===== src/hw/rtl/tcti_pkg.sv =====
`timescale 1ns / 1ps
// ----------------------------------------------------------------------------
// tcti_pkg: shared types and constants of the threshold crossing timer
// Item layouts, divider handshake structs, register map and sequencer states.
// ----------------------------------------------------------------------------
package tcti_pkg;

   localparam int SAMPLE_W    = 16;
   localparam int INDEX_W     = 12;
   localparam int FRAC_BITS   = 8;
   localparam int FRAC_W      = FRAC_BITS + 1;
   localparam int PERIOD_W    = 10;
   localparam int TIME_W      = 30;
   localparam int MAX_SAMPLES = 4096;

   localparam int SCALED_W    = INDEX_W + FRAC_BITS + 1;
   localparam int PROD_W      = SCALED_W + PERIOD_W;
   localparam int DIV_REM_W   = SAMPLE_W + 1;
   localparam int DIV_STEP_W  = $clog2(FRAC_BITS + 1);

   localparam logic [INDEX_W-1:0] COUNT_MAX = INDEX_W'(MAX_SAMPLES - 1);

   // register map: register i at byte address 4*i
   localparam int CSR_ADDR_W = 3;
   localparam int CSR_DATA_W = 32;
   localparam int CSR_IDX_W  = 1;
   localparam logic [CSR_IDX_W-1:0] REG_THRESHOLD = 1'd0;
   localparam logic [CSR_IDX_W-1:0] REG_PERIOD    = 1'd1;

   localparam logic signed [SAMPLE_W-1:0] THRESHOLD_RESET = 16'sd14746;
   localparam logic [PERIOD_W-1:0]        PERIOD_RESET    = 10'd10;

   typedef struct packed {
      logic signed [SAMPLE_W-1:0] sample;
      logic                       sample_last;
   } req_payload_type;

   typedef struct packed {
      logic                crossed;
      logic [INDEX_W-1:0]  cross_index;
      logic [FRAC_W-1:0]   cross_fraction;
      logic [TIME_W-1:0]   crossing_time;
   } rsp_payload_type;

   typedef struct packed {
      logic                start;
      logic [SAMPLE_W-1:0] numerator;
      logic [SAMPLE_W-1:0] denominator;
   } div_ctl_type;

   typedef struct packed {
      logic              done;
      logic [FRAC_W-1:0] quotient;
   } div_sts_type;

   typedef enum logic [1:0] {
      ST_IDLE,
      ST_DIV,
      ST_MUL
   } state_type;

endpackage


===== src/hw/rtl/tcti_div.sv =====
`timescale 1ns / 1ps
// ----------------------------------------------------------------------------
// tcti_div: restoring divider for the interpolation fraction
// Computes floor(num * 2^FRAC_BITS / den) for num <= den, one quotient bit
// per cycle through a single compare-and-subtract stage.
// ----------------------------------------------------------------------------
module tcti_div (
   input  logic                  clock,
   input  logic                  reset,
   input  tcti_pkg::div_ctl_type div_ctl,
   output tcti_pkg::div_sts_type div_sts
);
   import tcti_pkg::*;

   logic [DIV_REM_W-1:0]  rem_ff, rem_in;
   logic [SAMPLE_W-1:0]   den_ff, den_in;
   logic [FRAC_W-1:0]     quo_ff, quo_in;
   logic [DIV_STEP_W-1:0] step_ff, step_in;
   logic                  busy_ff, busy_in;
   logic                  done_ff, done_in;

   logic [DIV_REM_W-1:0]  den_ext;
   logic [DIV_REM_W-1:0]  rest;
   logic                  take;

   assign den_ext = {1'b0, den_ff};
   assign take    = rem_ff >= den_ext;
   assign rest    = take ? (rem_ff - den_ext) : rem_ff;

   always_comb begin
      rem_in  = rem_ff;
      den_in  = den_ff;
      quo_in  = quo_ff;
      step_in = step_ff;
      busy_in = busy_ff;
      done_in = 1'b0;
      priority if (div_ctl.start) begin
         rem_in  = {1'b0, div_ctl.numerator};
         den_in  = div_ctl.denominator;
         quo_in  = '0;
         step_in = DIV_STEP_W'(FRAC_BITS);
         busy_in = 1'b1;
      end else if (busy_ff) begin
         // remainder stays below the divisor, so the shift never overflows
         rem_in = rest << 1;
         quo_in = {quo_ff[FRAC_W-2:0], take};
         if (step_ff == '0) begin
            busy_in = 1'b0;
            done_in = 1'b1;
         end else begin
            step_in = step_ff - DIV_STEP_W'(1);
         end
      end else begin
         // hold while idle
         busy_in = 1'b0;
      end
   end

   always_ff @(posedge clock) begin
      if (reset) begin
         busy_ff <= 1'b0;
         done_ff <= 1'b0;
      end else begin
         busy_ff <= busy_in;
         done_ff <= done_in;
      end
      rem_ff  <= rem_in;
      den_ff  <= den_in;
      quo_ff  <= quo_in;
      step_ff <= step_in;
   end

   assign div_sts.done     = done_ff;
   assign div_sts.quotient = quo_ff;

endmodule


===== src/hw/rtl/threshold_crossing_time_interp.sv =====
`timescale 1ns / 1ps
// ----------------------------------------------------------------------------
// threshold_crossing_time_interp: leading-edge crossing time of a waveform
// Finds the first upward threshold crossing, interpolates a 1/256 fraction
// and reports the crossing time scaled by the sample period on the last item.
// ----------------------------------------------------------------------------
//
//   channel  | direction | handshake             | payload
//   ---------+-----------+-----------------------+----------------------------
//   req_     | in        | req_valid / req_ready | sample, sample_last
//   rsp_     | out       | rsp_valid / rsp_ready | crossed, index, fraction, time
//   APB csr  | in/out    | psel, penable, pready | threshold, sample_period
//
// An item without a crossing leaves ST_IDLE ready for the next item. The item that
// completes a crossing holds off new items in ST_DIV while the bit-serial divider
// runs (one quotient bit a cycle). The last item passes through ST_MUL, where the
// multiply result is loaded into the output register; a stalled output holds that
// final step only. Reset is synchronous and clears all waveform state at once.
//
module threshold_crossing_time_interp (
   input  logic                             clock,
   input  logic                             reset,

   input  logic                             req_valid,
   output logic                             req_ready,
   input  tcti_pkg::req_payload_type        req_payload,

   output logic                             rsp_valid,
   input  logic                             rsp_ready,
   output tcti_pkg::rsp_payload_type        rsp_payload,

   input  logic                             psel,
   input  logic                             penable,
   input  logic                             pwrite,
   input  logic [tcti_pkg::CSR_ADDR_W-1:0]  paddr,
   input  logic [tcti_pkg::CSR_DATA_W-1:0]  pwdata,
   output logic [tcti_pkg::CSR_DATA_W-1:0]  prdata,
   output logic                             pready
);
   import tcti_pkg::*;

   logic signed [SAMPLE_W-1:0] threshold_ff;
   logic [PERIOD_W-1:0]        period_ff;

   logic signed [SAMPLE_W-1:0] prev_ff, prev_in;
   logic [INDEX_W-1:0]         count_ff, count_in;
   logic                       found_ff, found_in;
   logic [INDEX_W-1:0]         found_index_ff, found_index_in;
   logic [FRAC_W-1:0]          found_frac_ff, found_frac_in;
   logic                       last_ff, last_in;
   state_type                  state_ff, state_in;

   logic                       rsp_valid_ff, rsp_valid_in;
   rsp_payload_type            rsp_payload_ff, rsp_payload_in;

   logic                       accept;
   logic                       csr_write;
   logic [CSR_IDX_W-1:0]       csr_idx;
   logic signed [SAMPLE_W-1:0] cur;
   logic                       hit;
   logic                       saturated;
   logic [SAMPLE_W:0]          num_wide;
   logic [SAMPLE_W:0]          den_wide;
   logic [INDEX_W-1:0]         out_index;
   logic [FRAC_W-1:0]          out_frac;
   logic [SCALED_W-1:0]        scaled;
   logic [PROD_W-1:0]          product;

   div_ctl_type                div_ctl;
   div_sts_type                div_sts;

   // ---------------------------------------------------------------- csr
   assign pready    = 1'b1;
   assign csr_idx   = paddr[2];
   assign csr_write = psel && penable && pwrite && pready;

   always_ff @(posedge clock) begin
      if (reset) begin
         threshold_ff <= THRESHOLD_RESET;
         period_ff    <= PERIOD_RESET;
      end else if (csr_write) begin
         unique case (csr_idx)
            REG_THRESHOLD: threshold_ff <= pwdata[SAMPLE_W-1:0];
            REG_PERIOD:    period_ff    <= pwdata[PERIOD_W-1:0];
         endcase
      end
   end

   always_comb begin
      unique case (csr_idx)
         REG_THRESHOLD: prdata = {{(CSR_DATA_W-SAMPLE_W){1'b0}}, threshold_ff};
         REG_PERIOD:    prdata = {{(CSR_DATA_W-PERIOD_W){1'b0}}, period_ff};
      endcase
   end

   // ---------------------------------------------------------- detection
   assign cur       = req_payload.sample;
   assign saturated = count_ff == COUNT_MAX;
   assign hit       = (count_ff != '0) && !found_ff
                      && (prev_ff < threshold_ff) && (cur >= threshold_ff);

   // both differences are positive whenever a crossing is taken
   assign num_wide = {threshold_ff[SAMPLE_W-1], threshold_ff} - {prev_ff[SAMPLE_W-1], prev_ff};
   assign den_wide = {cur[SAMPLE_W-1], cur} - {prev_ff[SAMPLE_W-1], prev_ff};

   assign div_ctl.start       = accept && hit;
   assign div_ctl.numerator   = num_wide[SAMPLE_W-1:0];
   assign div_ctl.denominator = den_wide[SAMPLE_W-1:0];

   tcti_div u_div (
      .clock   (clock),
      .reset   (reset),
      .div_ctl (div_ctl),
      .div_sts (div_sts)
   );

   // ------------------------------------------------------------ result
   assign out_index = found_ff ? found_index_ff : count_ff;
   assign out_frac  = found_ff ? found_frac_ff : '0;
   assign scaled    = (SCALED_W'(out_index) << FRAC_BITS) + SCALED_W'(out_frac);
   assign product   = PROD_W'(period_ff) * PROD_W'(scaled);

   // --------------------------------------------------------- sequencer
   assign accept = req_valid && req_ready;

   always_comb begin
      prev_in        = prev_ff;
      count_in       = count_ff;
      found_in       = found_ff;
      found_index_in = found_index_ff;
      found_frac_in  = found_frac_ff;
      last_in        = last_ff;
      state_in       = state_ff;
      rsp_payload_in = rsp_payload_ff;
      rsp_valid_in   = rsp_valid_ff && !rsp_ready;
      req_ready      = 1'b0;

      unique case (state_ff)
         ST_IDLE: begin
            req_ready = 1'b1;
            if (accept) begin
               if (hit) begin
                  found_in       = 1'b1;
                  found_index_in = count_ff - INDEX_W'(1);
               end
               if (req_payload.sample_last) begin
                  last_in = 1'b1;
               end else if (saturated) begin
                  // hold the count; block a fresh crossing until the last item
                  prev_in = (found_ff || hit) ? cur : threshold_ff;
               end else begin
                  prev_in  = cur;
                  count_in = count_ff + INDEX_W'(1);
               end
               priority if (hit) begin
                  state_in = ST_DIV;
               end else if (req_payload.sample_last) begin
                  state_in = ST_MUL;
               end else begin
                  state_in = ST_IDLE;
               end
            end
         end
         ST_DIV: begin
            if (div_sts.done) begin
               found_frac_in = div_sts.quotient;
               state_in      = last_ff ? ST_MUL : ST_IDLE;
            end
         end
         ST_MUL: begin
            if (!rsp_valid_ff || rsp_ready) begin
               rsp_valid_in                  = 1'b1;
               rsp_payload_in.crossed        = found_ff;
               rsp_payload_in.cross_index    = out_index;
               rsp_payload_in.cross_fraction = out_frac;
               rsp_payload_in.crossing_time  = product[TIME_W-1:0];
               // drop all waveform state for the next item
               prev_in        = '0;
               count_in       = '0;
               found_in       = 1'b0;
               found_index_in = '0;
               found_frac_in  = '0;
               last_in        = 1'b0;
               state_in       = ST_IDLE;
            end
         end
         default: begin
            state_in = ST_IDLE;
         end
      endcase
   end

   always_ff @(posedge clock) begin
      if (reset) begin
         state_ff       <= ST_IDLE;
         prev_ff        <= '0;
         count_ff       <= '0;
         found_ff       <= 1'b0;
         found_index_ff <= '0;
         found_frac_ff  <= '0;
         last_ff        <= 1'b0;
         rsp_valid_ff   <= 1'b0;
      end else begin
         state_ff       <= state_in;
         prev_ff        <= prev_in;
         count_ff       <= count_in;
         found_ff       <= found_in;
         found_index_ff <= found_index_in;
         found_frac_ff  <= found_frac_in;
         last_ff        <= last_in;
         rsp_valid_ff   <= rsp_valid_in;
      end
      rsp_payload_ff <= rsp_payload_in;
   end

   assign rsp_valid   = rsp_valid_ff;
   assign rsp_payload = rsp_payload_ff;

endmodule


===== config.mk =====
export PLATFORM = sky130hd
export DESIGN_NAME = threshold_crossing_time_interp
export DESIGN_NICKNAME = d
export VERILOG_FILES = /design/src/hw/rtl/tcti_pkg.sv /design/src/hw/rtl/tcti_div.sv /design/src/hw/rtl/threshold_crossing_time_interp.sv
export SDC_FILE = /design/constraint.sdc
export NUM_CORES = 1
export LEC_CHECK = 0
export BUFFER_PORTS_ARGS = -buffer_cell sky130_fd_sc_hd__clkbuf_2
export CAP_MARGIN = 30
export CELL_PAD_IN_SITES_DETAIL_PLACEMENT = 0
export CELL_PAD_IN_SITES_GLOBAL_PLACEMENT = 2
export CORE_MARGIN = 1
export CORE_UTILIZATION = 39
export CTS_CLUSTER_DIAMETER = 200
export CTS_CLUSTER_SIZE = 12
export DETAILED_ROUTE_END_ITERATION = 8
export GPL_ROUTABILITY_DRIVEN = 0
export PLACE_DENSITY_LB_ADDON = 0.1
export SYNTH_ARGS = -nofsm -noshare
export SYNTH_HDL_FRONTEND = slang
export SYNTH_SLANG_ARGS = --single-unit
export TNS_END_PERCENT = 30

===== constraint.sdc =====
create_clock -name clock -period 9 [get_ports clock]
set_input_delay 0 -clock clock [delete_from_list [all_inputs] [get_ports clock]]
set_output_delay 0 -clock clock [all_outputs]
set_load 0.01 [all_outputs]

==> qor.csv, run 1 <==
metric,value,unit
viasPerCell,5.109,
grt_max_degree,72,
drive_gt1_share,10.50,%
die_x,208.1,um
worstSetupStartpointType,register,
totalWireLength,43180,um
cts_inserted_buffers,17,
path_max_fanout,22,
hold_buffers,36,
tns,0,ps
dominantRegCellSynth,dfxtp_1,
dpl.hpwl,33170,um
holdWs,102.6,ps
finalHoldViolCount,0,
cts_resized,0,
cp.arrival,7930,ps
port-buffer-count,110,
dp_worst_setup_slack,1427,ps
ys_top_cells_by_area,"fa_1 18%, edfxtp_1 15%, dfxtp_1 12%, ha_1 9.8%, nand2_1 5.1%",
coreArea,41950,um2
cts-root-buf,clkbuf_16,
synth_top_area_share,18.37,%
grt_pass1_wl,71420,um
synth_cells,1805,
h-tree-depth,4,
cts.path.max_buffers,2,
ys_seq_area_share,26.83,%
powerDensity,122.8,nW/um2
avgSynthCellArea,9.177,um2
seqPwrFrac,43.4,%
cellLeakagePower,8.897,nW
final_cells,2473,
slew_headroom,38.65,%
post-cts-setup-buffers,0,
fin_skew,14.80,ps
synthTopCellsByCount,"225 x nand2_1, 215 x inv_1, 152 x fa_1, 130 x ha_1, 107 x nor2_1",
synth.most_common_cell,nand2_1,
routedWlPerCell,17.46,um
drt-initial-drc-count,543,
firstDrtPassIters,5,
p_sw,0.7353,mW
clkTransAtPathRegs,80,ps
yosys.area.top_type,fa_1,
rows,75,
layout_setup_ws,1387,ps
grt_antenna_before_repair,1,
crit_type,register to register,
period_needed,7613,ps
finalPower,2.279,mW
vias,12630,
drv_cap,0,
p_clk_share,34.7,%
area_growth,12.07,%
ant_nets,0,
status,completed,
synthArstFlopShare,0,%
die_h,208.1,um
fin_crit_sh,84.59,%
layout.nets,2261,
worst_pin_slew,920.2,ps
cts.sinks,180,
overflow,0,
fp.dieArea,43300,um2
dp.cells,2404,
pin_count,146,
max-vdd-ir-drop,128.9,uV
cp.required,9310,ps
clock_latency,490,ps
worst_hold_path_type,primary input to register,
max_freq,0.1314,GHz
yosys_warnings,0,
drv_slew,0,
ys_types,73,
start_util,39.49,%
synth_edf_count,84,
grt_pass1_vias,13080,
switching_share,32.26,%
syn-cell-area,16560,um2
pwr-share-comb,21.9,%
finalSetupViolCount,0,
track_usage,21.22,%
cts_tree,built,
ys_ff_latch,180,
rsz0062_at_grt,false,
drc_errors,0,
p_int,1.544,mW
worstSetupEndpointType,register,
## power groups by stage
stage               clock network [mW]  registers [mW]  logic, mW
floorplan                            0           0.991      0.364
global placement                     0            1.01      0.483
detailed placement                   0            1.01      0.489
CTS                              0.821           0.989      0.504
global route                     0.845           0.999      0.563
finish                           0.790           0.990      0.500
## through the flow
step	instance area (um2)	utilization, %
after floorplan	16620	-
after global placement	17560	41.87
after detailed placement	17600	41.95
after CTS	18560	44.25
after global routing	18560	44.25
final	18560	44.26
## registers in the layout, summed over array words and instances (netlist names)
name	count
found_frac_ff	9
state_ff	2
period_ff	10
u_div.den_ff	16
threshold_ff	16
u_div.quo_ff	9
rsp_valid	1
prev_ff	16
u_div.done_ff	1
found_index_ff	12
u_div.rem_ff	17
found_ff	1
u_div.busy_ff	1
count_ff	12
u_div.step_ff	4
last_ff	1
rsp_payload	52
## placed cells by master (no fill, tap or decap), types with 23 or more instances in the layout
cell type	count
xnor2_1	60
dfxtp_1	95
dlygate4sd3_1	36
fa_1	152
nand2_1	225
mux2i_1	39
xor2_1	35
nand3_1	37
nor2_1	106
edfxtp_1	84
nand2b_1	23
a21oi_1	90
clkbuf_2	110
and2_1	80
inv_1	214
o21ai_0	63
ha_1	130
and3_1	59
## logic make-up (layout without fill, tap and decap cells)
family / after synthesis / after routing / synth area share [%]
buf+inv: 305 / 418 / 7.599
flops: 180 / 180 / 26.83
xor+xnor: 96 / 96 / 5.121
simple gates: 616 / 616 / 18.10
mux: 50 / 50 / 3.104
fa+ha+maj: 282 / 282 / 28.19
other cells: 2 / 18 / 0.04534
compound gates: 274 / 274 / 11.01
## worst max-delay path, cell delays in order, from the launching register on
cell and delay, ps:
dfxtp_2 640, o21ai_0 210, ha_1 270, xor2_1 610
nand2_1 160, fa_1 530, inv_1 50, fa_1 520
fa_1 440, fa_1 540, inv_1 50, fa_1 520
inv_1 40, ha_1 360, and3_1 190, a221oi_1 270
o21ai_0 210, a21oi_1 480, o21ai_0 360, o21ai_0 450
o21ai_0 200, a311oi_1 290
## metal layers
layer / up-vias / wire [um] / global-route usage, %
met3: 40 / 1552 / 3.955
met4: 0 / 903 / 6.386
met1: 6182 / 20840 / 29.07
met5: - / 0 / 0
met2: 187 / 19890 / 33.97
li1: 6225 / - / -
## cell type report
| class | count | area [um2] |
|---|---|---|
| Antenna cell | 1 | 2.502 |
| Clock buffer | 18 | 439.2 |
| Clock inverter | 14 | 163.9 |
| Fill cell | 4189 | 23380 |
| Inverter | 216 | 810.8 |
| Multi-Input combinational cell | 1335 | 10930 |
| Sequential cell | 180 | 4446 |
| Tap cell | 539 | 674.4 |
| Timing Repair Buffer | 170 | 1096 |
## path summary, 6_finish.rpt
path         startpoint               to  slack [ps]  cells past startpoint
max            found_ff  rsp_payload[29]        1390                     21
min             penable  threshold_ff[0]         100                      5
max reg2reg    found_ff  rsp_payload[29]        1390                     21
min reg2reg  prev_ff[9]       prev_ff[9]         460                      2
Note: power is estimated with default switching activity, not from simulation.
==> inputs of run 2 (changes only) <==
- CORE_UTILIZATION: 39 -> 35
- clock period: 9 -> 6.8 ns (I/O delays scaled with it)
==> run 2 against run 1 <==
The run now ends with DRC left. Global-route usage shrank 0.92 points. Design area grew 2.7%. Register-to-register slack lost 1000 ps. Largest cell class unchanged. Fmax grew 18%. Critical endpoint is now rsp_payload[28]. Clock power grew 33%. Total power grew 33%. Clock-buffer cell count grew 2. Combinational power grew 37%. Clock skew shrank 0.78 ps. Sequential cell count is the same.
==> qor.csv, run 2 (synthesis gave the netlist of run 1 again) <==
metric,value,unit,change
cp.arrival,6670,ps,was 7930 ps
die_x,219.6,um,was 208.1 um
worst_pin_slew,895.4,ps,was 920.2 ps
most-common-layout-cells,"225 x nand2_1, 214 x inv_1, 152 x fa_1",,unchanged
final_cells,2585,,was 2473
path_delay_family,adder cells,,unchanged
powerDensity,159.4,nW/um2,was 122.8 nW/um2
drv_cap,0,,unchanged
worst_hold_path_type,primary input to register,,unchanged
utilization,40.87,%,was 44.26%
place_area,17990,um2,was 17600 um2
cp.required,7030,ps,was 9310 ps
vias,13000,,was 12630
clkTransAtPathRegs,80,ps,about the same
cts.sinks,180,,unchanged
dpl.hpwl,35580,um,was 33170 um
grt_pass1_wl,74280,um,was 71420 um
crit_type,register to register,,unchanged
fin_skew,14.03,ps,was 14.80 ps
slew_headroom,39.76,%,was 38.65%
nFillCells,4759,,was 4189
cellLeakagePower,9.166,nW,was 8.897 nW
worstSetupStartpointType,register,,unchanged
cts_inserted_buffers,17,,unchanged
cts-root-buf,clkbuf_16,,unchanged
fp.dieArea,48200,um2,was 43300 um2
port-buffer-count,110,,unchanged
overflow,0,,unchanged
finalPower,3.040,mW,was 2.279 mW
viasPerCell,5.029,,was 5.109
finalHoldViolCount,0,,unchanged
die_h,219.6,um,was 208.1 um
fin_crit_sh,94.70,%,was 84.59%
pin_count,146,,unchanged
layout.nets,2306,,was 2261
cts.path.max_buffers,2,,unchanged
crit_path_frequent_cell,fa_1,,
finalSetupViolCount,0,,unchanged
n_antenna_cell,0,,was 1
crit_path_top_delay_cell,fa_1,,was dfxtp_2
drc_errors,16,,was 0
max-vdd-ir-drop,196.4,uV,was 128.9 uV
cts_tree,built,,unchanged
max_freq,0.1553,GHz,was 0.1314 GHz
coreArea,46650,um2,was 41950 um2
crit_path_cell_trace,"buf_4, mux2_2, nand3_2, buf_4, nor2b_2, xor2_1, buf_4, and2_1, fa_1, fa_1, fa_1, fa_1, inv_1, fa_1, inv_1, ha_1, a21oi_1, nand3_1, o21ai_1, nand2_1, a41o_1, a41o_1, o41ai_2, xnor2_1",,"was o21ai_0, ha_1, xor2_1, nand2_1, fa_1, inv_1, fa_1, fa_1, fa_1, inv_1, fa_1, inv_1, ha_1, and3_1, a221oi_1, o21ai_0, a21oi_1, o21ai_0, o21ai_0, o21ai_0, a311oi_1"
totalWireLength,45740,um,was 43180 um
drt-initial-drc-count,762,,was 543
area_growth,15.11,%,was 12.07%
final_area,19070,um2,was 18560 um2
regArea,4448,um2,was 4446 um2
grt_max_degree,72,,unchanged
path_max_fanout,11,,was 22
worstSetupEndpointType,register,,unchanged
slowest_delay,560,ps,was 640 ps
final_common_cell,nand2_1,,unchanged
firstDrtPassIters,7,,was 5
r2r_slack,360,ps,was 1390 ps
dp.cells,2511,,was 2404
track_usage,20.30,%,was 21.22%
clock_latency,490,ps,about the same
cp_num_buf_inv,5,,was 3
drive_gt1_share,12.94,%,was 10.50%
period_needed,6440,ps,was 7613 ps
multi_input_area,11000,um2,was 10930 um2
violations,DRC,,
status,"complete, but fails checks",,was completed
start_util,35.50,%,was 39.49%
largest_register_ffs,52,,unchanged
rows,79,,was 75
drv_slew,0,,unchanged
holdWs,100.1,ps,was 102.6 ps
grt_antenna_before_repair,3,,was 1
grt_pass1_vias,13360,,was 13080
h-tree-depth,4,,unchanged
routedWlPerCell,17.69,um,was 17.46 um
ant_nets,0,,unchanged
[run 2: worst min-delay path, stage by stage]
cell and delay [ps]:
clkbuf_2 90, nand3_1 110, nor2_1 180, nand2_1 120, a21oi_1 50
[run 2: layer usage]
layer  vias to the layer above  GRT usage, %  part of all wire (%)
met1                      6441         28.13                    49
li1                       6312             -                     -
met4                         4         6.343                   1.5
met2                       209         32.40                    46
met5                         -             0                 0.059
met3                        34         3.009                   3.1
[run 2: worst paths after layout]
path | startpoint | to | cells past startpoint
worst max-delay path | found_ff | rsp_payload[28] | 24
worst min-delay path | pwrite | period_ff[5] | 5
worst max register to register | found_ff | rsp_payload[28] | 24
worst min register to register | prev_ff[5] | prev_ff[5] | 2
[run 2: power by group]
group	leakage [nW]	switching, mW	total, mW	internal [mW]
sequential	1.55	0.0638	1.30	1.24
clock	0.290	0.479	1.05	0.569
combinational	7.33	0.404	0.687	0.283
[run 2: area by class of cell]
| cell class | count | area share (%) |
|---|---|---|
| inverter | 216 | 4.252 |
| timing repair buffer | 215 | 7.592 |
| sequential | 180 | 23.33 |
| clock inverter | 12 | 0.7481 |
| clock buffer | 20 | 2.402 |
| tap | 607 | 3.983 |
| multi-input combinational | 1335 | 57.69 |
[run 2: per-stage QoR]
step | setup slack, ps | TNS, ps
floorplan | 2.814 | 0
global placement | 137.8 | 0
detailed placement | 33.94 | 0
CTS | 15.34 | 0
global route | -7.177 | -7.177
finish | 360.5 | 0
[run 2: what timing repair did]
item                       in CTS  in global routing
setup buffers                   0                  3
gates resized for setup         0                 17
hold buffers                   39                  0
setup endpoints to repair       0                 11
hold endpoints to repair       47                  0
